`config.mk`:
```
export PLATFORM = sky130hd
export DESIGN_NAME = multi_click_dual_hold_buttons
export DESIGN_NICKNAME = d
export VERILOG_FILES = /design/src/mcdhb_pkg.sv /design/src/multi_click_dual_hold_buttons.sv /design/src/mcdhb_button.sv /design/src/mcdhb_hold.sv
export SDC_FILE = /design/constraint.sdc
export NUM_CORES = 1
export LEC_CHECK = 0
export BUFFER_PORTS_ARGS = -buffer_cell sky130_fd_sc_hd__clkbuf_2
export CORE_ASPECT_RATIO = 0.5
export CORE_MARGIN = 2
export CORE_UTILIZATION = 55
export CTS_CLUSTER_DIAMETER = 120
export DETAILED_ROUTE_END_ITERATION = 12
export PLACE_DENSITY = 0.76
export REMOVE_ABC_BUFFERS = 1
export SYNTH_ARGS = -nofsm -noshare
export SYNTH_HDL_FRONTEND = slang
export SYNTH_SLANG_ARGS = --single-unit
```
`constraint.sdc`:
```
create_clock -name clk -period 19.05 [get_ports clk]
set_input_delay 0.9525 -clock clk [delete_from_list [all_inputs] [get_ports clk]]
set_output_delay 0.9525 -clock clk [all_outputs]
set_load 0.02 [all_outputs]
```
`src/mcdhb_pkg.sv`:
```
// Shared types and constants of the two-button front end.
package mcdhb_pkg;

    localparam int TIMER_BITS_DEF = 16;
    localparam int CFG_W          = 16;
    localparam int CFG_IDX_W      = 2;
    localparam int CLICK_W        = 8;

    localparam logic [CFG_W-1:0] DEBOUNCE_RST = 16'd30;
    localparam logic [CFG_W-1:0] CLICK_GAP_RST = 16'd420;
    localparam logic [CFG_W-1:0] SYNC_WINDOW_RST = 16'd450;
    localparam logic [CFG_W-1:0] HOLD_RST = 16'd1200;

    typedef enum logic [CFG_IDX_W-1:0] {
        CFG_DEBOUNCE    = 2'd0,
        CFG_CLICK_GAP   = 2'd1,
        CFG_SYNC_WINDOW = 2'd2,
        CFG_HOLD        = 2'd3
    } cfg_idx_t;

    typedef struct packed {
        logic [CFG_W-1:0] debounce;
        logic [CFG_W-1:0] click_gap;
        logic [CFG_W-1:0] sync_window;
        logic [CFG_W-1:0] hold;
    } cfg_t;

    typedef struct packed {
        logic               valid;
        logic [CLICK_W-1:0] count;
    } click_rpt_t;

endpackage

```
`src/multi_click_dual_hold_buttons.sv`:
```
// Top level of the two-button debounce, multi-click and dual-hold front end.
//
// Usage:
//   Input channel: one word per millisecond tick, carrying the raw active-low
//   levels level_a and level_b, moved by in_valid / in_stall.
//   Output channel: one word per input word with the click reports of both
//   buttons and the dual-hold toggle pulse, moved by out_valid / out_stall.
//   Configuration channel: cfg_valid / cfg_ready with cfg_index selecting
//   debounce, click gap, sync window or hold time; cfg_ready is always high.
//   Write it only while no word is in flight.
// Timing:
//   out_valid rises in the cycle after input acceptance. One word is accepted
//   every cycle while in_stall is low; the output register alone sets that rate,
//   since all timer and counter updates complete in the accepting cycle.
// Reset:
//   rst_n clears all timers, counts and flags, loads the default times and
//   empties the output register.
// Backpressure:
//   While out_stall holds a waiting word, in_stall is raised and no input word
//   is taken; the word is accepted again in the cycle the output drains.
module multi_click_dual_hold_buttons #(
    parameter int TIMER_BITS = mcdhb_pkg::TIMER_BITS_DEF
) (
    input  logic                            clk,
    input  logic                            rst_n,
    input  logic                            cfg_valid,
    output logic                            cfg_ready,
    input  logic [mcdhb_pkg::CFG_IDX_W-1:0] cfg_index,
    input  logic [mcdhb_pkg::CFG_W-1:0]     cfg_data,
    input  logic                            in_valid,
    output logic                            in_stall,
    input  logic                            level_a,
    input  logic                            level_b,
    output logic                            out_valid,
    input  logic                            out_stall,
    output logic                            clicks_a_valid,
    output logic [mcdhb_pkg::CLICK_W-1:0]   clicks_a,
    output logic                            clicks_b_valid,
    output logic [mcdhb_pkg::CLICK_W-1:0]   clicks_b,
    output logic                            hold_toggle
);
    import mcdhb_pkg::*;

    cfg_t       cfg_reg;
    click_rpt_t rpt_a, rpt_b;
    logic       toggle;
    logic       accept;

    logic               out_valid_reg, out_valid_next;
    click_rpt_t         rpt_a_reg, rpt_b_reg;
    logic               toggle_reg;

    // Configuration registers; the port never pushes back.
    assign cfg_ready = 1'b1;

    always_ff @(posedge clk or negedge rst_n)
    begin
        if (!rst_n)
        begin
            cfg_reg.debounce    <= DEBOUNCE_RST;
            cfg_reg.click_gap   <= CLICK_GAP_RST;
            cfg_reg.sync_window <= SYNC_WINDOW_RST;
            cfg_reg.hold        <= HOLD_RST;
        end
        else if (cfg_valid && cfg_ready)
        begin
            unique case (cfg_idx_t'(cfg_index))
                CFG_DEBOUNCE:    cfg_reg.debounce    <= cfg_data;
                CFG_CLICK_GAP:   cfg_reg.click_gap   <= cfg_data;
                CFG_SYNC_WINDOW: cfg_reg.sync_window <= cfg_data;
                CFG_HOLD:        cfg_reg.hold        <= cfg_data;
                default:         cfg_reg             <= cfg_reg;
            endcase
        end
    end

    // Stall the input only while a finished word waits on a stalled receiver.
    assign in_stall = out_valid_reg && out_stall;
    assign accept   = in_valid && !in_stall;

    // Per-button debounce and click counting; state advances on each accepted word.
    mcdhb_button #(.TIMER_BITS(TIMER_BITS)) u_button_a (
        .clk    (clk),
        .rst_n  (rst_n),
        .en     (accept),
        .raw    (level_a),
        .cfg    (cfg_reg),
        .report (rpt_a)
    );

    mcdhb_button #(.TIMER_BITS(TIMER_BITS)) u_button_b (
        .clk    (clk),
        .rst_n  (rst_n),
        .en     (accept),
        .raw    (level_b),
        .cfg    (cfg_reg),
        .report (rpt_b)
    );

    // Dual-hold detector looks at both raw levels together.
    mcdhb_hold #(.TIMER_BITS(TIMER_BITS)) u_hold (
        .clk    (clk),
        .rst_n  (rst_n),
        .en     (accept),
        .raw_a  (level_a),
        .raw_b  (level_b),
        .cfg    (cfg_reg),
        .toggle (toggle)
    );

    // Output register: load on accept, hold while stalled, drop once taken.
    always_comb
    begin
        if (accept)
            out_valid_next = 1'b1;
        else if (out_stall)
            out_valid_next = out_valid_reg;
        else
            out_valid_next = 1'b0;
    end

    always_ff @(posedge clk or negedge rst_n)
    begin
        if (!rst_n)
            out_valid_reg <= 1'b0;
        else
            out_valid_reg <= out_valid_next;
    end

    always_ff @(posedge clk)
    begin
        if (accept)
        begin
            rpt_a_reg  <= rpt_a;
            rpt_b_reg  <= rpt_b;
            toggle_reg <= toggle;
        end
    end

    assign out_valid      = out_valid_reg;
    assign clicks_a_valid = rpt_a_reg.valid;
    assign clicks_a       = rpt_a_reg.count;
    assign clicks_b_valid = rpt_b_reg.valid;
    assign clicks_b       = rpt_b_reg.count;
    assign hold_toggle    = toggle_reg;

endmodule

```
`src/mcdhb_button.sv`:
```
// Debouncer and multi-click counter for one button.
module mcdhb_button #(
    parameter int TIMER_BITS = mcdhb_pkg::TIMER_BITS_DEF
) (
    input  logic                    clk,
    input  logic                    rst_n,
    input  logic                    en,
    input  logic                    raw,
    input  mcdhb_pkg::cfg_t         cfg,
    output mcdhb_pkg::click_rpt_t   report
);
    import mcdhb_pkg::*;

    localparam int CMP_W = (TIMER_BITS > CFG_W) ? TIMER_BITS : CFG_W;

    logic                  last_raw_reg;
    logic                  stable_reg, stable_next;
    logic [TIMER_BITS-1:0] since_change_reg, since_change_next;
    logic [TIMER_BITS-1:0] since_click_reg, since_click_next;
    logic [CLICK_W-1:0]    count_reg, count_next;

    logic [TIMER_BITS-1:0] click_age;
    logic [CLICK_W-1:0]    count_upd;
    logic                  settle;
    logic                  release_evt;
    logic                  fire;

    always_comb
    begin
        // restart the settle timer on any raw edge
        if (raw != last_raw_reg)
            since_change_next = '0;
        else if (since_change_reg == '1)
            since_change_next = since_change_reg;
        else
            since_change_next = since_change_reg + 1'b1;

        click_age = (since_click_reg == '1) ? since_click_reg : since_click_reg + 1'b1;

        settle = (CMP_W'(since_change_next) > CMP_W'(cfg.debounce)) && (raw != stable_reg);
        stable_next = settle ? raw : stable_reg;
        release_evt = settle && raw;

        count_upd = (release_evt && count_reg != '1) ? count_reg + 1'b1 : count_reg;
        since_click_next = release_evt ? '0 : click_age;

        fire = (count_upd != '0) && (CMP_W'(since_click_next) > CMP_W'(cfg.click_gap));
        count_next = fire ? '0 : count_upd;

        report.valid = fire;
        report.count = fire ? count_upd : '0;
    end

    always_ff @(posedge clk or negedge rst_n)
    begin
        if (!rst_n)
        begin
            last_raw_reg     <= 1'b1;
            stable_reg       <= 1'b1;
            since_change_reg <= '0;
            since_click_reg  <= '0;
            count_reg        <= '0;
        end
        else if (en)
        begin
            last_raw_reg     <= raw;
            stable_reg       <= stable_next;
            since_change_reg <= since_change_next;
            since_click_reg  <= since_click_next;
            count_reg        <= count_next;
        end
    end

endmodule

```
`src/mcdhb_hold.sv`:
```
// Synchronized dual-hold detector working on the raw levels of both buttons.
module mcdhb_hold #(
    parameter int TIMER_BITS = mcdhb_pkg::TIMER_BITS_DEF
) (
    input  logic            clk,
    input  logic            rst_n,
    input  logic            en,
    input  logic            raw_a,
    input  logic            raw_b,
    input  mcdhb_pkg::cfg_t cfg,
    output logic            toggle
);
    import mcdhb_pkg::*;

    localparam int CMP_W = (TIMER_BITS > CFG_W) ? TIMER_BITS : CFG_W;

    logic                  active_a_reg, active_b_reg;
    logic [TIMER_BITS-1:0] age_a_reg, age_a_next;
    logic [TIMER_BITS-1:0] age_b_reg, age_b_next;
    logic                  running_reg, running_next;
    logic                  fired_reg, fired_next;
    logic [TIMER_BITS-1:0] hold_age_reg, hold_age_next;

    logic [TIMER_BITS-1:0] hold_age_inc;
    logic [TIMER_BITS-1:0] delta;
    logic                  both;

    always_comb
    begin
        // press ages restart on the first pressed tick
        if (!raw_a && !active_a_reg)
            age_a_next = '0;
        else
            age_a_next = (age_a_reg == '1) ? age_a_reg : age_a_reg + 1'b1;
        if (!raw_b && !active_b_reg)
            age_b_next = '0;
        else
            age_b_next = (age_b_reg == '1) ? age_b_reg : age_b_reg + 1'b1;

        hold_age_inc = (hold_age_reg == '1) ? hold_age_reg : hold_age_reg + 1'b1;
        delta = (age_a_next > age_b_next) ? age_a_next - age_b_next : age_b_next - age_a_next;
        both = !raw_a && !raw_b && (CMP_W'(delta) <= CMP_W'(cfg.sync_window));

        toggle        = 1'b0;
        running_next  = 1'b0;
        fired_next    = 1'b0;
        hold_age_next = hold_age_inc;
        if (both)
        begin
            running_next  = 1'b1;
            hold_age_next = running_reg ? hold_age_inc : '0;
            fired_next    = fired_reg;
            if (!fired_reg && CMP_W'(hold_age_next) >= CMP_W'(cfg.hold))
            begin
                toggle     = 1'b1;
                fired_next = 1'b1;
            end
        end
    end

    always_ff @(posedge clk or negedge rst_n)
    begin
        if (!rst_n)
        begin
            active_a_reg <= 1'b0;
            active_b_reg <= 1'b0;
            age_a_reg    <= '0;
            age_b_reg    <= '0;
            running_reg  <= 1'b0;
            fired_reg    <= 1'b0;
            hold_age_reg <= '0;
        end
        else if (en)
        begin
            active_a_reg <= !raw_a;
            active_b_reg <= !raw_b;
            age_a_reg    <= age_a_next;
            age_b_reg    <= age_b_next;
            running_reg  <= running_next;
            fired_reg    <= fired_next;
            hold_age_reg <= hold_age_next;
        end
    end

endmodule

```
# After elaboration in Yosys (flattened, before gate mapping)
# Index checks and enable logic that the tools add are counted.
# word_totals
memories	0
rom_bits	0
latch_bits	0
ram_bits	0
out_inout_bits	22
inputBits	25
elab_cells	120
register_bits	220
# classes
reduce_logical	31
n_shift	0
div_mod_pow	0
order_cmp	7
n_bitwise	0
mux	26
n_eq_ne	18
multipliers	0
n_addsub	11
# ops
operator	count
$mux W16	16
$add A16 B1 Y16 const B	7
$eq A16 B16 Y1 const B	7
$gt A16 B16 Y1	5
$mux W8	4
$sub A16 B16 Y16	2
$add A8 B1 Y8 const B	2
$ge A16 B16 Y1	1
$le A16 B16 Y1	1
$ne A8 B8 Y1 const B	2
$reduce_bool A8 Y1	2
$logic_and A1 B1 Y1	15
$reduce_and A2 Y1	7
$logic_not A1 Y1	6
$mux W1	6
$eq A2 B2 Y1 const B	2
$ne A1 B1 Y1	4
$eq A2 B1 Y1 const B	1
$logic_not A2 Y1	1
$ne A2 B1 Y1 const B	1
$ne A2 B2 Y1 const B	1

# Depth between registers and ports, before layout
# depth
depth_word	11
depth_mapped	33

# By module
# A second synthesis with hierarchy kept.
# unflattened
hier_cells	1760
area_unflattened_um2	16392.0
# by_module_without_submodules
mod	area_each_um2	cells_each	n_inst	seq_area_each_um2
mcdhb_hold	5750.5	698	1	1301.2
mcdhb_button (u_button_b)	3852.4	451	1	1053.5
mcdhb_button (u_button_a)	3732.3	450	1	1053.5
multi_click_dual_hold_buttons	3056.7	161	1	2217.1

# Worst setup path before layout
# OpenSTA, ideal clock, no wires.
# synth_timing
path_kind	reg2reg
startpoint	register u_hold.age_b_reg[3]
endpoint	register u_hold.hold_age_reg[10]
n_path_buf	2
stages_incl_launch_ff	31
arrival_time_ns	6.854
setup_slack_ns	12.076
setup_ns	0.121
synth_period_minus_slack_ns	6.974
t_required_ns	18.929
path_cell_list	dfrtp_1 -> and4_1 -> nand4_1 -> nor3_1 -> nand4_1 -> nor2b_1 -> and3_1 -> xnor2_1 -> or2_2 -> ha_1 -> buf_4 -> nand4_4 -> or4_4 -> nor3b_1 -> a32oi_4 -> mux2_2 -> a21oi_1 -> o21ai_0 -> a2111oi_2 -> xnor2_1 -> ha_1 -> nand4_1 -> nor3_1 -> o21ai_0 -> a21oi_1 -> a2111o_1 -> o21ai_0 -> nand2_1 -> clkbuf_1 -> a21o_1 -> a22o_1
# synth_between
elab_chain_len	8
# synth_lines
element	line	rtl
from (decl)	mcdhb_hold.sv:19	logic [TIMER_BITS-1:0] age_b_reg, age_b_next;
from (signal assigned)	mcdhb_hold.sv:78	age_b_reg <= age_b_next;
$add A16 B1 Y16 / $eq A16 B16 Y1 (equally long branches)	mcdhb_hold.sv:38	age_b_next = (age_b_reg == '1) ? age_b_reg : age_b_reg + 1'b1;
$mux W16 (*)	mcdhb_hold.sv:38	
$mux W16 (*)	mcdhb_hold.sv:35	if (!raw_b && !active_b_reg)
$sub A16 B16 Y16 / $gt A16 B16 Y1 (equally long branches)	mcdhb_hold.sv:41	delta = (age_a_next > age_b_next) ? age_a_next - age_b_next : age_b_next - age_a_next;
$mux W16 (*)	mcdhb_hold.sv:41	
$le A16 B16 Y1 (*)	mcdhb_hold.sv:42	both = !raw_a && !raw_b && (CMP_W'(delta) <= CMP_W'(cfg.sync_window));
$logic_and A1 B1 Y1 (*)	mcdhb_hold.sv:42	
$mux W16 (*)	mcdhb_hold.sv:48	if (both)
to (signal assigned)	mcdhb_hold.sv:81	hold_age_reg <= hold_age_next;
to (decl)	mcdhb_hold.sv:22	logic [TIMER_BITS-1:0] hold_age_reg, hold_age_next;
# Every way passes the cells marked *; elsewhere a longest branch is shown, timed or not.
# A chain may end at the register's enable or synchronous reset.

# Worst setup path after layout
# layout_timing
startpoint	register u_hold.age_b_reg[3]
endpoint	register u_hold.hold_age_reg[1]
# Same word-level chain as after synthesis.

==> reports/metrics.cfg <==
[critical_path]
rrSetupSlack_ps=10690
cp.arrival_ps=8770
cpLargestDelayFamily=simple AND/OR/NAND/NOR gates
crit_buf_inv=0
slowest_stage=a32oi_4
worstSetupEndpointType=flop
worst_setup_path_start_kind=flop
crit_required_ps=19460
r2r_cells=28
path_depth=28
slowest_delay_ps=750
path_class=flop to flop
crit_fanout=26

[synthesis]
synth_edf_count=19
avgSynthCellArea_um2=8.76
ys.warnings.count=0
synthFlopType=dfrtp_1
synthArstFlopShare_pct=91.4
ys_ff_latch=220
synth.yosys.seq_area_share_pct=35.8
syn_inst=1792
synth.distinct_cells=67
syn_area_um2=15700

[finish]
largest_reg_flops=64
final_nets=1957
antenna_cells=0
area_growth_pct=8.33
finalNonFillerCells=2192
nFillCells=2417
drive_gt1_share_pct=12.1

[floorplanning]
die_area_um2=30000
die_h_um=123
io_pins=47
start_util_pct=56.3
fp.dieW_um=243
row_count=43
core-area_um2=27900

[grt]
grt_first_pass_wirelength_mm=61.5
grt_overflow=0
antenna_found_initial=0
grt_use_total_pct=25.3
grt_pass1_vias=11919
grt_max_degree=104

[clock_tree]
htreeDepth=1
root_buffer=clkbuf_16
cts_hold_buf=0
clk_path_buf_depth=3
cts_resized=0
clock-sinks=220
clkTransAtPathRegs_ps=70
post-cts-setup-buffers=0
cts_made_buffers=22
cts_tree=built
clk_latency_ps=550

[timing]
fin_skew_ps=35.2
fmax_mhz=120
relSlewSlack_pct=27.7
finalMaxSlewViolations=0
hold_slack_ps=392
fin_crit_sh_pct=43.9
setup_viol=0
setup_tns_ps=0
period_needed_ps=8360
tightestPinTransition_ps=1080
rsz0062_at_grt=false
hold_viol_final=0

[pwr]
powerDensity_nw_per_um2=112
p_leak_nw=8.01
peakVddDrop_uv=90.6
fin_total_pwr_mw=1.90

[drt]
drc=0
drt_iter0_drc=1219
post_drt_wl_per_cell_um=16.9
ant_nets=0
vias_per_cell=5.83
drt_pass1_iterations=5
vias=12784
routed_wl_mm=37.1

[place]
dp_hpwl_mm=26.5
port_buffers=45
finalWeightedCongestion=0.943
place_inst=2152

[status]
status=finished clean

[flow_run]
cap_violations=0

[worst_hold_path]
hold_path.class=primary input to async pin

-- power breakdown --
group	internal [mW]	switching, mW	leakage, nW
Combinational	0.353	0.458	4.88
Sequential	0.549	0.0718	2.76
Clock	0.265	0.203	0.375
-- kinds of logic after synthesis --
family,Yosys count,share of synthesized area (%)
AND/OR/NAND/NOR,656,20.7
AO/OA/AOI/OAI,389,15.6
flip-flops,220,35.8
buffers and inverters,195,4.77
adder cells (fa/ha/maj),138,11.1
XOR/XNOR,105,5.86
multiplexers,88,6.16
other,1,0.0239
-- per-layer routing --
layer | share of wire, % | routed length [um] | GRT usage, % | vias to the layer above
met2 | 44 | 16300 | 40.0 | 320
met1 | 49 | 18200 | 36.6 | 6069
met4 | 2.1 | 767 | 6.44 | 0
met5 | 0 | 0 | 0 | -
met3 | 4.9 | 1800 | 3.78 | 59
li1 | - | - | - | 6336
-- worst paths after layout --
kind,start,end
max,u_hold.age_b_reg[3],u_hold.hold_age_reg[1]
min,rst_n,out_valid
max reg2reg,u_hold.age_b_reg[3],u_hold.hold_age_reg[1]
min reg2reg,u_button_a.last_raw_reg,u_button_a.last_raw_reg
max in group asynchronous,rst_n,u_hold.fired_reg
min in group clk,u_button_a.last_raw_reg,u_button_a.last_raw_reg
-- cells in the final DEF (no fill, tap or decap), types with 29 or more instances in the layout --
| cell type | instances |
|---|---|
| nor2_1 | 137 |
| a21o_1 | 45 |
| ha_1 | 136 |
| clkbuf_2 | 44 |
| nand4_1 | 43 |
| o21ai_0 | 128 |
| o31ai_1 | 46 |
| nand2_1 | 194 |
| nand3_1 | 64 |
| mux2_2 | 69 |
| nor3_1 | 31 |
| inv_1 | 113 |
| a21oi_1 | 89 |
| xor2_1 | 51 |
| xnor2_1 | 52 |
| nor2b_1 | 29 |
| and3_1 | 32 |
| dfrtp_1 | 181 |
-- area by class of cell --
cell class / instances / area (um^2) / share of cell area [%]
clock buffer: 30 / 674 / 3.96
tap: 382 / 478 / 2.81
sequential: 220 / 5630 / 33.1
clock inverter: 10 / 100 / 0.588
inverter: 114 / 428 / 2.52
timing repair buffer: 59 / 339 / 1.99
multi-input combinational: 1377 / 9360 / 55.1
-- synth_stat cells, drive strengths merged, types with 7 or more instances --
cell / instances / area share [%]
xnor2: 52 / 2.9
a21o: 45 / 2.2
nand4: 44 / 1.8
o21ai: 130 / 4.1
and2: 24 / 0.96
xor2: 53 / 3.0
o21a: 12 / 0.57
a211oi: 7 / 0.33
nand2: 195 / 4.7
nor3: 31 / 0.99
o31ai: 47 / 2.3
dfstp: 20 / 3.3
nor4: 9 / 0.36
nor2: 137 / 3.3
edfxtp: 19 / 3.6
nand2b: 24 / 0.96
ha: 136 / 11
clkbuf: 70 / 1.7
dfrtp: 181 / 29
a22o: 11 / 0.61
nand3: 64 / 2.0
or3: 14 / 0.56
mux2: 69 / 4.9
a21oi: 89 / 2.8
nor2b: 29 / 1.2
and3: 32 / 1.3
mux2i: 19 / 1.2
buf: 11 / 0.37
nand3b: 8 / 0.38
a31oi: 9 / 0.36
and4: 9 / 0.50
or2: 20 / 0.80
inv: 114 / 2.7
-- through the flow --
step                      util [%]  cell area [um^2]  setup WS [ps]
final                         61.0             17000          10690
after global routing          61.0             17000           9950
after CTS                     61.0             17000          10720
after detailed placement      58.3             16200          10740
after global placement        58.3             16200          10890
after floorplan                  -             15400          11740
Power figures use the tool's default switching activity.
